$ cat config.mk
export PLATFORM = sky130hd
export DESIGN_NAME = gns_ctrl
export DESIGN_NICKNAME = d
export VERILOG_FILES = /design/src/hw/rtl/gns_pkg.sv /design/src/hw/rtl/gns_ctrl.sv
export SDC_FILE = /design/constraint.sdc
export NUM_CORES = 1
export LEC_CHECK = 0
export ABC_CLOCK_PERIOD_IN_PS = 3600
export CAP_MARGIN = 20
export CORE_MARGIN = 2
export CORE_UTILIZATION = 39
export CTS_BUF_LIST = sky130_fd_sc_hd__clkbuf_16
export DETAILED_ROUTE_END_ITERATION = 7
export DONT_BUFFER_PORTS = 1
export PLACE_DENSITY = 0.53
export SYNTH_ARGS = -nofsm -noshare
export SYNTH_HDL_FRONTEND = slang
export SYNTH_SLANG_ARGS = --single-unit
export TNS_END_PERCENT = 5
$ cat constraint.sdc
create_clock -name clk -period 3.6 [get_ports clk]
set_input_delay 0.72 -clock clk [delete_from_list [all_inputs] [get_ports clk]]
set_output_delay 0.72 -clock clk [all_outputs]
set_load 0.05 [all_outputs]
$ cat src/hw/rtl/gns_pkg.sv
// Package for the sum-of-uniforms Gaussian noise generator.
// Holds the generator constants, register indexes and the controller command struct.
// No dependencies.
package gns_pkg;

	localparam int MAX_COUNT = 64;
	localparam int CNT_W     = 7;
	localparam int TERMS     = 12;
	localparam int TERM_W    = 4;
	localparam int LCG_W     = 16;
	localparam int SUM_W     = 20;
	localparam int CFG_IDX_W = 2;
	localparam int CFG_W     = 32;
	localparam int STD_W     = 31;

	localparam logic [11:0]      LCG_MUL  = 12'd2053;
	localparam logic [LCG_W-1:0] LCG_ADD  = 16'd13849;
	localparam logic [20:0]      SIX_Q16  = 21'd393216;
	localparam logic [STD_W-1:0] STD_RST  = 31'd65536;

	localparam logic [CFG_IDX_W-1:0] REG_MEAN    = 2'd0;
	localparam logic [CFG_IDX_W-1:0] REG_STD_DEV = 2'd1;

	typedef struct packed {
		logic load;
		logic step;
		logic mul;
		logic fin;
		logic last;
	} cmd_t;

endpackage

$ cat src/hw/rtl/gns_ctrl.sv
// Controller: sequences LCG steps, multiply, finish and output beat per sample.
// Depends on gns_pkg; issues cmd_t to gns_datapath.
module gns_ctrl (
	input  logic                      clk,
	input  logic                      arst_n,
	input  logic                      in_valid,
	output logic                      in_ready,
	input  logic [gns_pkg::CNT_W-1:0] count,
	output logic                      out_valid,
	input  logic                      out_ready,
	output gns_pkg::cmd_t             cmd
);
	import gns_pkg::*;

	typedef enum logic [2:0] {
		ST_IDLE,
		ST_GEN,
		ST_MUL,
		ST_FIN,
		ST_OUT
	} state_t;

	state_t            state_q;
	logic [TERM_W-1:0] term_q;
	logic [CNT_W-1:0]  left_q;
	logic [CNT_W-1:0]  count_sat;

	assign count_sat = (count > CNT_W'(MAX_COUNT)) ? CNT_W'(MAX_COUNT) : count;

	assign in_ready  = (state_q == ST_IDLE);
	assign out_valid = (state_q == ST_OUT);

	always_comb begin
		cmd      = '0;
		cmd.load = in_ready && in_valid;
		cmd.step = (state_q == ST_GEN);
		cmd.mul  = (state_q == ST_MUL);
		cmd.fin  = (state_q == ST_FIN);
		cmd.last = (left_q == '0);
	end

	always_ff @(posedge clk or negedge arst_n) begin
		if (!arst_n) begin
			state_q <= ST_IDLE;
			term_q  <= '0;
			left_q  <= '0;
		end else begin
			unique case (state_q)
				ST_IDLE: begin
					if (in_valid && count != '0) begin
						left_q  <= count_sat;
						term_q  <= '0;
						state_q <= ST_GEN;
					end
				end
				ST_GEN: begin
					term_q <= term_q + 1'b1;
					if (term_q == TERM_W'(TERMS - 1)) begin
						term_q  <= '0;
						state_q <= ST_MUL;
					end
				end
				ST_MUL: begin
					left_q  <= left_q - 1'b1;
					state_q <= ST_FIN;
				end
				ST_FIN: state_q <= ST_OUT;
				ST_OUT: begin
					if (out_ready) begin
						state_q <= (left_q == '0) ? ST_IDLE : ST_GEN;
					end
				end
				default: state_q <= ST_IDLE;
			endcase
		end
	end

`ifndef SYNTHESIS
	a_no_overlap: assert property (@(posedge clk) disable iff (!arst_n)
		!(in_ready && out_valid))
		else $error("input and output beats overlap");
	a_left_range: assert property (@(posedge clk) disable iff (!arst_n)
		left_q <= CNT_W'(MAX_COUNT))
		else $error("sample counter out of range");
	a_term_range: assert property (@(posedge clk) disable iff (!arst_n)
		state_q == ST_GEN |-> term_q < TERM_W'(TERMS))
		else $error("term index out of range");
	a_start: assert property (@(posedge clk) disable iff (!arst_n)
		in_valid && in_ready && count != '0 |=> state_q == ST_GEN && left_q != '0)
		else $error("request with samples did not start");
	a_idle_empty: assert property (@(posedge clk) disable iff (!arst_n)
		state_q == ST_OUT && out_ready && cmd.last |=> state_q == ST_IDLE)
		else $error("final beat did not return to idle");
`endif

endmodule

==> out/qor.log, run 1 <==
qor: detailed_routing.highest_layer met4
qor: floorplanning.die_area 2610 um^2
qor: detailed_routing.route.detailed.wl_per_inst 15.3 um
qor: detailed_routing.drt-vias-per-instance 5.83
qor: detailed_routing.drc 0
qor: floorplanning.die-height 51.1 um
qor: power.switching_share 46.2%
qor: sta.rsz0062_at_grt no
qor: place.buffer_ports.inserted 0
qor: power.internal-power 0.554 mW
qor: sta.final.period_utilization 69.5%
qor: critical_path.critPathArrivalTime 1.78 ns
qor: cts.cts_inserted_buffers 3
qor: sta.setup_tns 0 ns
qor: sta.hold_violation_total_from_the_final_report 0
qor: logic_synthesis.synth_seq_area_share 40.5%
qor: floorplanning.initial_utilization 40.3%
qor: grt.initial_antenna_violation_count 0
qor: status.status finished, final reports clean
qor: critical_path.worstSetupEndpointType primary output
qor: critical_path.crit_reg_reg_startpoint state_q[0]
qor: sta.slew_headroom 38.3%
qor: critical_path.setup.worst_path.start_class flop
qor: power.power.density 1050 nW/um^2
qor: detailed_routing.dr_wl_met3 123 um
qor: sta.post-route-min-period 2.50 ns
qor: grt.grt_pass1_wl 3190 um
qor: logic_synthesis.post_synth_mux_area_share 1.30%
qor: grt.grt_max_degree 15
qor: cts.cts-root-to-sink-buffers 2
qor: grt.grt.total_usage 16.9%
qor: logic_synthesis.synth-simple-area-share 25.6%
qor: critical_path.cp_required 2.88 ns
qor: detailed_routing.met2_wirelength 910 um
qor: place.dpl_cell_area 902 um^2
qor: finish.share_of_the_core_filled_with_cells 45.7%
qor: critical_path.critical_setup_path_class flop to primary output
qor: logic_synthesis.syn_area_per_cell 9.31 um^2
qor: finish.finish.net_count 108
qor: detailed_routing.firstDrtPassIters 4
qor: cts.cts_root_buffer clkbuf_16
qor: place.hpwl 1440 um
qor: detailed_routing.vias 711
qor: floorplanning.core_footprint 2150 um^2
qor: logic_synthesis.synth_cells 93
qor: logic_synthesis.post_synth_xor_area_fraction 2.02%
qor: critical_path.timing.critical_path.fanout_max 6
qor: cts.h-tree-depth 1
qor: cts.tritoncts_clock_tree built
qor: floorplanning.die_w 51.1 um
qor: grt.grt_overflow_total 0
qor: sta.number_of_pins_with_negative_max_slew_slack_in_the_final_report 0
qor: detailed_routing.drt-total-wl 1870 um
qor: sta.finalClockSkew 0.00639 ns
qor: power.combinationalPowerShare 47.3%
qor: sta.postLayoutSetupSlackWorst 1.10 ns
qor: critical_path.reg2regPathDepth 4
qor: logic_synthesis.synth_adder_area_share 2.89%
qor: place.dpl.cell_count 118
qor: worst_hold_path.hp-class primary input to asynchronous set/reset pin
qor: detailed_routing.detailedRoute.firstIterationViolations 16
qor: sta.maxClockFrequency 400 MHz
qor: flow_run.maxCapViolations 0
qor: logic_synthesis.ys_async_sr_fraction 100%
qor: cts.postCtsSetupBuffers 0
qor: finish.layout.cells.non_filler 122
qor: power.power.net_switching 0.477 mW
qor: logic_synthesis.synth.cell_area 866 um^2
qor: place.place.gp.congestion 0.849
qor: power.power.share.clock 20.9%
qor: sta.tightest_pin_transition 0.921 ns
qor: logic_synthesis.synth_cell_types 41
qor: logic_synthesis.synth_top_family_by_area simple AND/OR/NAND/NOR gates
qor: floorplanning.std_cell_rows 17
qor: critical_path.cp_cell_instances or3_1 > nor3_2
qor: logic_synthesis.synthesis.nets 106
qor: power.power_frac_seq 31.8%
qor: cts.number_of_clock_sinks_seen_by_cts 14
qor: detailed_routing.antenna_violation_net_count_after_detailed_routing 0
qor: finish.final_layout_size_suffix_gt1_share 17.0%
qor: finish.number_of_inserted_diodes 0
qor: sta.timing.final.setup_violations 0
qor: cts.hold_buffers 0
qor: finish.synthToLayoutAreaGrowth 13.3%
qor: detailed_routing.route.layer.met1.wl 815 um
qor: cts.clk_pin_slew 0.05 ns
qor: critical_path.reg2reg_setup_slack 1.48 ns
qor: logic_synthesis.synth.ff_latch_count 14
qor: logic_synthesis.yosysWarningCount 0
qor: logic_synthesis.synth_edf_count 0
qor: cts.post_cts_resize_count 0
qor: grt.grt_pass1_vias 691
qor: critical_path.crit_slowest_cell nor3_2
qor: finish.postLayoutCellArea 981 um^2
qor: critical_path.worst_path_largest_cell_delay 0.71 ns
qor: power.power.leakage 0.419 nW
qor: critical_path.critical_path.reg2reg.endpoint term_q[0]
qor: logic_synthesis.compound_gate_portion_of_the_synthesized_area 22.0%
qor: floorplanning.ioPinCount 18
qor: cts.worst_skew_pair.late_latency 0.25 ns
qor: logic_synthesis.synth_top_flop_cell dfrtp_1
qor: place.detailedPlace.worstSlack 1.36 ns
qor: power.ir_drop 623 uV
==> synthesized netlist by cell type (2+ instances only) <==
cell type / count / area share, %
buf_2: 2 / 1.2
a21o_1: 3 / 2.6
nor3_1: 4 / 2.3
o21ai_0: 3 / 1.7
or3_1: 2 / 1.4
nand3_1: 7 / 4.0
o211ai_1: 2 / 1.7
inv_1: 5 / 2.2
or3b_1: 2 / 2.0
ha_1: 2 / 2.9
o2bb2ai_1: 2 / 2.0
xnor2_1: 2 / 2.0
o311ai_1: 2 / 2.0
dfrtp_1: 14 / 40
a21oi_1: 4 / 2.3
o21ai_1: 2 / 1.2
nor2_1: 4 / 1.7
nand2_1: 7 / 3.0
nand2b_1: 2 / 1.4
==> metrics by stage <==
stage | hold slack, ns | total power [mW]
6_report | 0.163 | 1.03
4_1_cts | 0.160 | 1.04
3_5_place_dp | 0.425 | 0.820
3_3_place_gp | 0.425 | 0.814
5_1_grt | 0.154 | 1.11
2_1_floorplan | 0.424 | 0.741
==> power groups by stage <==
stage | clock [mW] | sequential, mW | combinational [mW]
detailed placement | 0 | 0.329 | 0.492
global placement | 0 | 0.328 | 0.487
CTS | 0.219 | 0.326 | 0.494
global route | 0.225 | 0.342 | 0.546
finish | 0.215 | 0.328 | 0.488
floorplan | 0 | 0.284 | 0.458
==> critical path, delay by kind of cell (launching register included) <==
kind	cells	cell delay, ns
and+or+nand+nor	2	1.12
DFF	1	0.42
==> layout make-up <==
| cell class | instances | area [um^2] |
|---|---|---|
| inverter | 7 | 28.8 |
| multi-input combinational | 68 | 480 |
| clock buffer | 3 | 75.1 |
| tap | 28 | 35.0 |
| fill | 201 | 1170 |
| sequential | 14 | 350 |
| clock inverter | 1 | 3.75 |
| timing repair buffer | 1 | 7.51 |
==> layout by cell type, fill, tap and decap left out, types with 2 or more instances in the layout <==
cell       count
clkbuf_16      3
o21ai_0        3
o21ai_1        2
o311ai_1       2
nor3_2         2
nor3_1         2
o2bb2ai_1      2
a21o_1         3
inv_1          5
nor2_1         4
a21oi_1        4
or3_1          2
nand2_1        7
o211ai_1       2
ha_1           2
nand3_1        7
xnor2_1        2
or3b_1         2
nand2b_1       2
dfrtp_1       14
==> routing by layer <==
layer	vias to the layer above	track usage [%]
li1	351	-
met1	339	19.9
met2	17	27.5
met3	4	7.31
met4	0	5.41
met5	-	0
==> state kept, by name, summed over array words and instances, names as in the netlist <==
signal	cells
state_q	3
term_q	4
left_q	7
==> logic make-up after synthesis <==
kind of cell | count (synthesis)
AOI/OAI and AO/OA | 27
muxes | 1
and+or+nand+nor | 36
adders and majority gates | 2
xor gates and xnor gates | 2
DFF | 14
buffers and inverters | 11
==> how the worst max path moves through the flow <==
stage / startpoint / to / slack, ns / depth (start not counted)
detailed placement: left_q[3] / cmd[0] / 1.36 / 2
finish: left_q[3] / cmd[0] / 1.10 / 2
floorplan: left_q[3] / cmd[0] / 0.97 / 2
global placement: in_valid / term_q[0] / 1.36 / 4
global route: left_q[0] / cmd[0] / 1.04 / 4
CTS: left_q[3] / cmd[0] / 1.09 / 2
Power figures use the tool's default switching activity.
==> run 2: changes to the inputs <==
--- a/config.mk
+++ b/config.mk
@@ -5,14 +5,15 @@
 export SDC_FILE = /design/constraint.sdc
 export NUM_CORES = 1
 export LEC_CHECK = 0
-export ABC_CLOCK_PERIOD_IN_PS = 3600
+export ABC_AREA = 1
+export ABC_CLOCK_PERIOD_IN_PS = 2300
 export CAP_MARGIN = 20
 export CORE_MARGIN = 2
 export CORE_UTILIZATION = 39
 export CTS_BUF_LIST = sky130_fd_sc_hd__clkbuf_16
 export DETAILED_ROUTE_END_ITERATION = 7
 export DONT_BUFFER_PORTS = 1
-export PLACE_DENSITY = 0.53
+export PLACE_DENSITY = 0.55
 export SYNTH_ARGS = -nofsm -noshare
 export SYNTH_HDL_FRONTEND = slang
 export SYNTH_SLANG_ARGS = --single-unit
==> constraint.sdc (replaced) <==
create_clock -name clk -period 2.3 [get_ports clk]
set_input_delay 0.46 -clock clk [delete_from_list [all_inputs] [get_ports clk]]
set_output_delay 0.46 -clock clk [all_outputs]
set_load 0.05 [all_outputs]
==> out/qor.log, run 2 <==
qor: grt.grt_overflow_total 0
qor: detailed_routing.drt-total-wl 1960 um
qor: finish.top_register left_q
qor: logic_synthesis.synth.top_cells.by_count nand2_1, inv_1, nand3_1, nor2_1, dfrtp_1
qor: logic_synthesis.synth_edf_count 0
qor: logic_synthesis.synth_cell_types 21
qor: sta.finalClockSkew 0.000872 ns
qor: grt.grt_pass1_wl 3440 um
qor: critical_path.worst_path_largest_cell_delay 0.37 ns
qor: power.internal-power 0.848 mW
qor: logic_synthesis.biggest_area_contributors_in_the_synthesized_netlist dfrtp_1, nand2_1, nand3_1
qor: finish.final_layout_size_suffix_gt1_share 12.0%
qor: cts.h-tree-depth 1
qor: critical_path.crit_reg_reg_startpoint state_q[0]
qor: critical_path.cp-endpoint cmd[0]
qor: cts.cts_inserted_buffers 3
qor: floorplanning.initial_utilization 41.0%
qor: sta.post-route-min-period 2.11 ns
qor: finish.finish.net_count 173
qor: critical_path.critPathArrivalTime 1.65 ns
qor: cts.cts_root_buffer clkbuf_16
qor: sta.number_of_pins_with_negative_max_slew_slack_in_the_final_report 0
qor: critical_path.critical_setup_path_class flop to primary output
qor: finish.fill_cells 265
qor: critical_path.critical_path.top_delay_family buffers and inverters
qor: finish.layout_common_cells nand2_1, inv_1, nor2_1, nand3_1, dfrtp_1
qor: critical_path.startpoint left_q[0]
qor: sta.tightest_pin_transition 0.653 ns
qor: power.power.share.clock 18.9%
qor: logic_synthesis.yosysWarningCount 0
qor: cts.cts-root-to-sink-buffers 2
qor: finish.multi_input_area 544 um^2
qor: sta.setup_tns 0 ns
qor: logic_synthesis.synth.most_common_cell nand2_1
qor: critical_path.critical_path.reg2reg.endpoint left_q[1]
qor: finish.synthToLayoutAreaGrowth 11.9%
qor: logic_synthesis.syn_area_per_cell 6.53 um^2
qor: worst_hold_path.hp-class primary input to flop
qor: logic_synthesis.synth_cells 154
qor: cts.clk_pin_slew 0.04 ns
qor: critical_path.cp_num_buf_inv 2
qor: logic_synthesis.ys_async_sr_fraction 100%
qor: detailed_routing.firstDrtPassIters 4
qor: finish.storage_cell_area 350 um^2
qor: power.combinationalPowerShare 55.0%
qor: logic_synthesis.synth.cell_area 1010 um^2
qor: detailed_routing.antenna_violation_net_count_after_detailed_routing 0
qor: power.power_frac_seq 26.1%
qor: sta.maxClockFrequency 473 MHz
qor: logic_synthesis.synthesis.nets 167
qor: grt.grt_max_degree 15
qor: cts.number_of_clock_sinks_seen_by_cts 14
qor: cts.tritoncts_clock_tree built
qor: floorplanning.die_w 54.8 um
qor: finish.layout.cells.non_filler 188
qor: critical_path.reg2reg_setup_slack 0.59 ns
qor: detailed_routing.detailedRoute.firstIterationViolations 13
qor: place.place.gp.congestion 0.830
qor: critical_path.crit_slowest_cell dfrtp_1
qor: critical_path.cp_cell_instances inv_1 > ha_1 > nand2_1 > nor2_1 > nand2_1 > inv_1
qor: detailed_routing.drc 0
qor: sta.final.period_utilization 91.8%
qor: floorplanning.std_cell_rows 18
qor: grt.grt.total_usage 16.1%
qor: critical_path.timing.critical_path.fanout_max 6
qor: cts.worst_skew_pair.late_latency 0.24 ns
qor: finish.most_common_cell_after_layout_fill_and_taps_aside nand2_1
qor: sta.hold_violation_total_from_the_final_report 0
qor: critical_path.worstSetupEndpointType primary output
qor: finish.largest_reg_flops 7
qor: cts.postCtsSetupBuffers 0
qor: power.ir_drop 977 uV
qor: logic_synthesis.synth_top_flop_cell dfrtp_1
qor: floorplanning.ioPinCount 18
qor: finish.number_of_inserted_diodes 0
qor: floorplanning.die-height 54.8 um
qor: sta.timing.final.setup_violations 0
qor: power.power.density 1500 nW/um^2
qor: sta.slew_headroom 56.3%
qor: place.hpwl 1620 um
qor: detailed_routing.vias 914
qor: cts.post_cts_resize_count 0
qor: power.switching_share 49.6%
qor: place.buffer_ports.inserted 0
qor: logic_synthesis.synth_seq_area_share 34.8%
qor: flow_run.maxCapViolations 0
qor: logic_synthesis.synth.ff_latch_count 14
qor: logic_synthesis.yosysTopAreaCellShare 34.8%
qor: detailed_routing.drt-vias-per-instance 4.86
qor: cts.hold_buffers 1
qor: floorplanning.die_area 3000 um^2
qor: status.status finished, final reports clean
qor: power.power.net_switching 0.835 mW
qor: critical_path.reg2regPathDepth 8
qor: critical_path.path_depth 6
qor: sta.rsz0062_at_grt no
qor: critical_path.setup.worst_path.start_class flop
qor: power.power.leakage 0.642 nW
qor: finish.layout_top_registers left_q: 7 flops, term_q: 4 flops, state_q: 3 flops
qor: critical_path.cp_required 1.84 ns
qor: place.dpl.cell_count 184
qor: logic_synthesis.biggest_area_consumer_among_synthesized_cells dfrtp_1
qor: floorplanning.core_footprint 2450 um^2
qor: detailed_routing.route.detailed.wl_per_inst 10.4 um
qor: grt.initial_antenna_violation_count 0
qor: grt.grt_pass1_vias 847
## run 2: kinds of logic (layout without fill, tap and decap cells)
logic type / Yosys count / in the layout / share of synthesized area (%)
adder cells (fa/ha/maj): 2 / 2 / 2.49
flip-flops: 14 / 14 / 34.8
buffers and inverters: 27 / 31 / 11.6
XOR/XNOR: 2 / 2 / 1.74
AND/OR/NAND/NOR: 103 / 103 / 46.0
AO/OA/AOI/OAI: 6 / 6 / 3.36
## run 2: worst reg2reg max path, delay by kind of cell (launching register included)
family        cells  cell delay, ns
flops             1            0.40
buf+inv           2            0.31
simple gates      6            0.94
## run 2: power groups by stage
| stage | logic, mW | clock network (mW) | registers [mW] |
|---|---|---|---|
| after floorplan | 0.808 | 0 | 0.423 |
| after global placement | 0.917 | 0 | 0.440 |
| after detailed placement | 0.928 | 0 | 0.443 |
| after CTS | 0.937 | 0.327 | 0.440 |
| after global routing | 1.05 | 0.340 | 0.458 |
| final | 0.926 | 0.318 | 0.440 |
## run 2: cell type report
class,instances,area share [%]
clock buffer,3,6.67
inverter,25,8.33
multi-input combinational,113,48.3
sequential,14,31.1
tap,30,3.33
timing repair buffer,3,2.22
## run 2: routing by layer
metal	global-route usage, %	wire length (um)
met1	20.1	963
met2	27.6	936
met3	3.28	65
met4	5.00	0
met5	0	0
## run 2: per-stage QoR
| stage | setup slack (ns) | hold WS, ns | instance area, um^2 | util (%) | power [mW] |
|---|---|---|---|---|---|
| final | 0.188 | 0.376 | 1130 | 45.9 | 1.68 |
| after global routing | 0.0530 | 0.399 | 1130 | 45.9 | 1.85 |
| after CTS | 0.185 | 0.373 | 1130 | 45.9 | 1.70 |
| after detailed placement | 0.437 | 0.165 | 1040 | 42.4 | 1.37 |
| after global placement | 0.463 | 0.165 | 1040 | 42.4 | 1.36 |
| after floorplan | 0.286 | 0.164 | 1010 | - | 1.23 |
## run 2: how the worst min path moves through the flow
| stage | startpoint | end | depth (start not counted) | slack [ns] |
|---|---|---|---|---|
| finish | count[6] | left_q[6] | 2 | 0.38 |
| global placement | arst_n | state_q[2] | 0 | 0.16 |
| global route | count[6] | left_q[6] | 2 | 0.40 |
| CTS | count[6] | left_q[6] | 2 | 0.37 |
| detailed placement | arst_n | left_q[4] | 0 | 0.16 |
| floorplan | arst_n | left_q[0] | 0 | 0.16 |
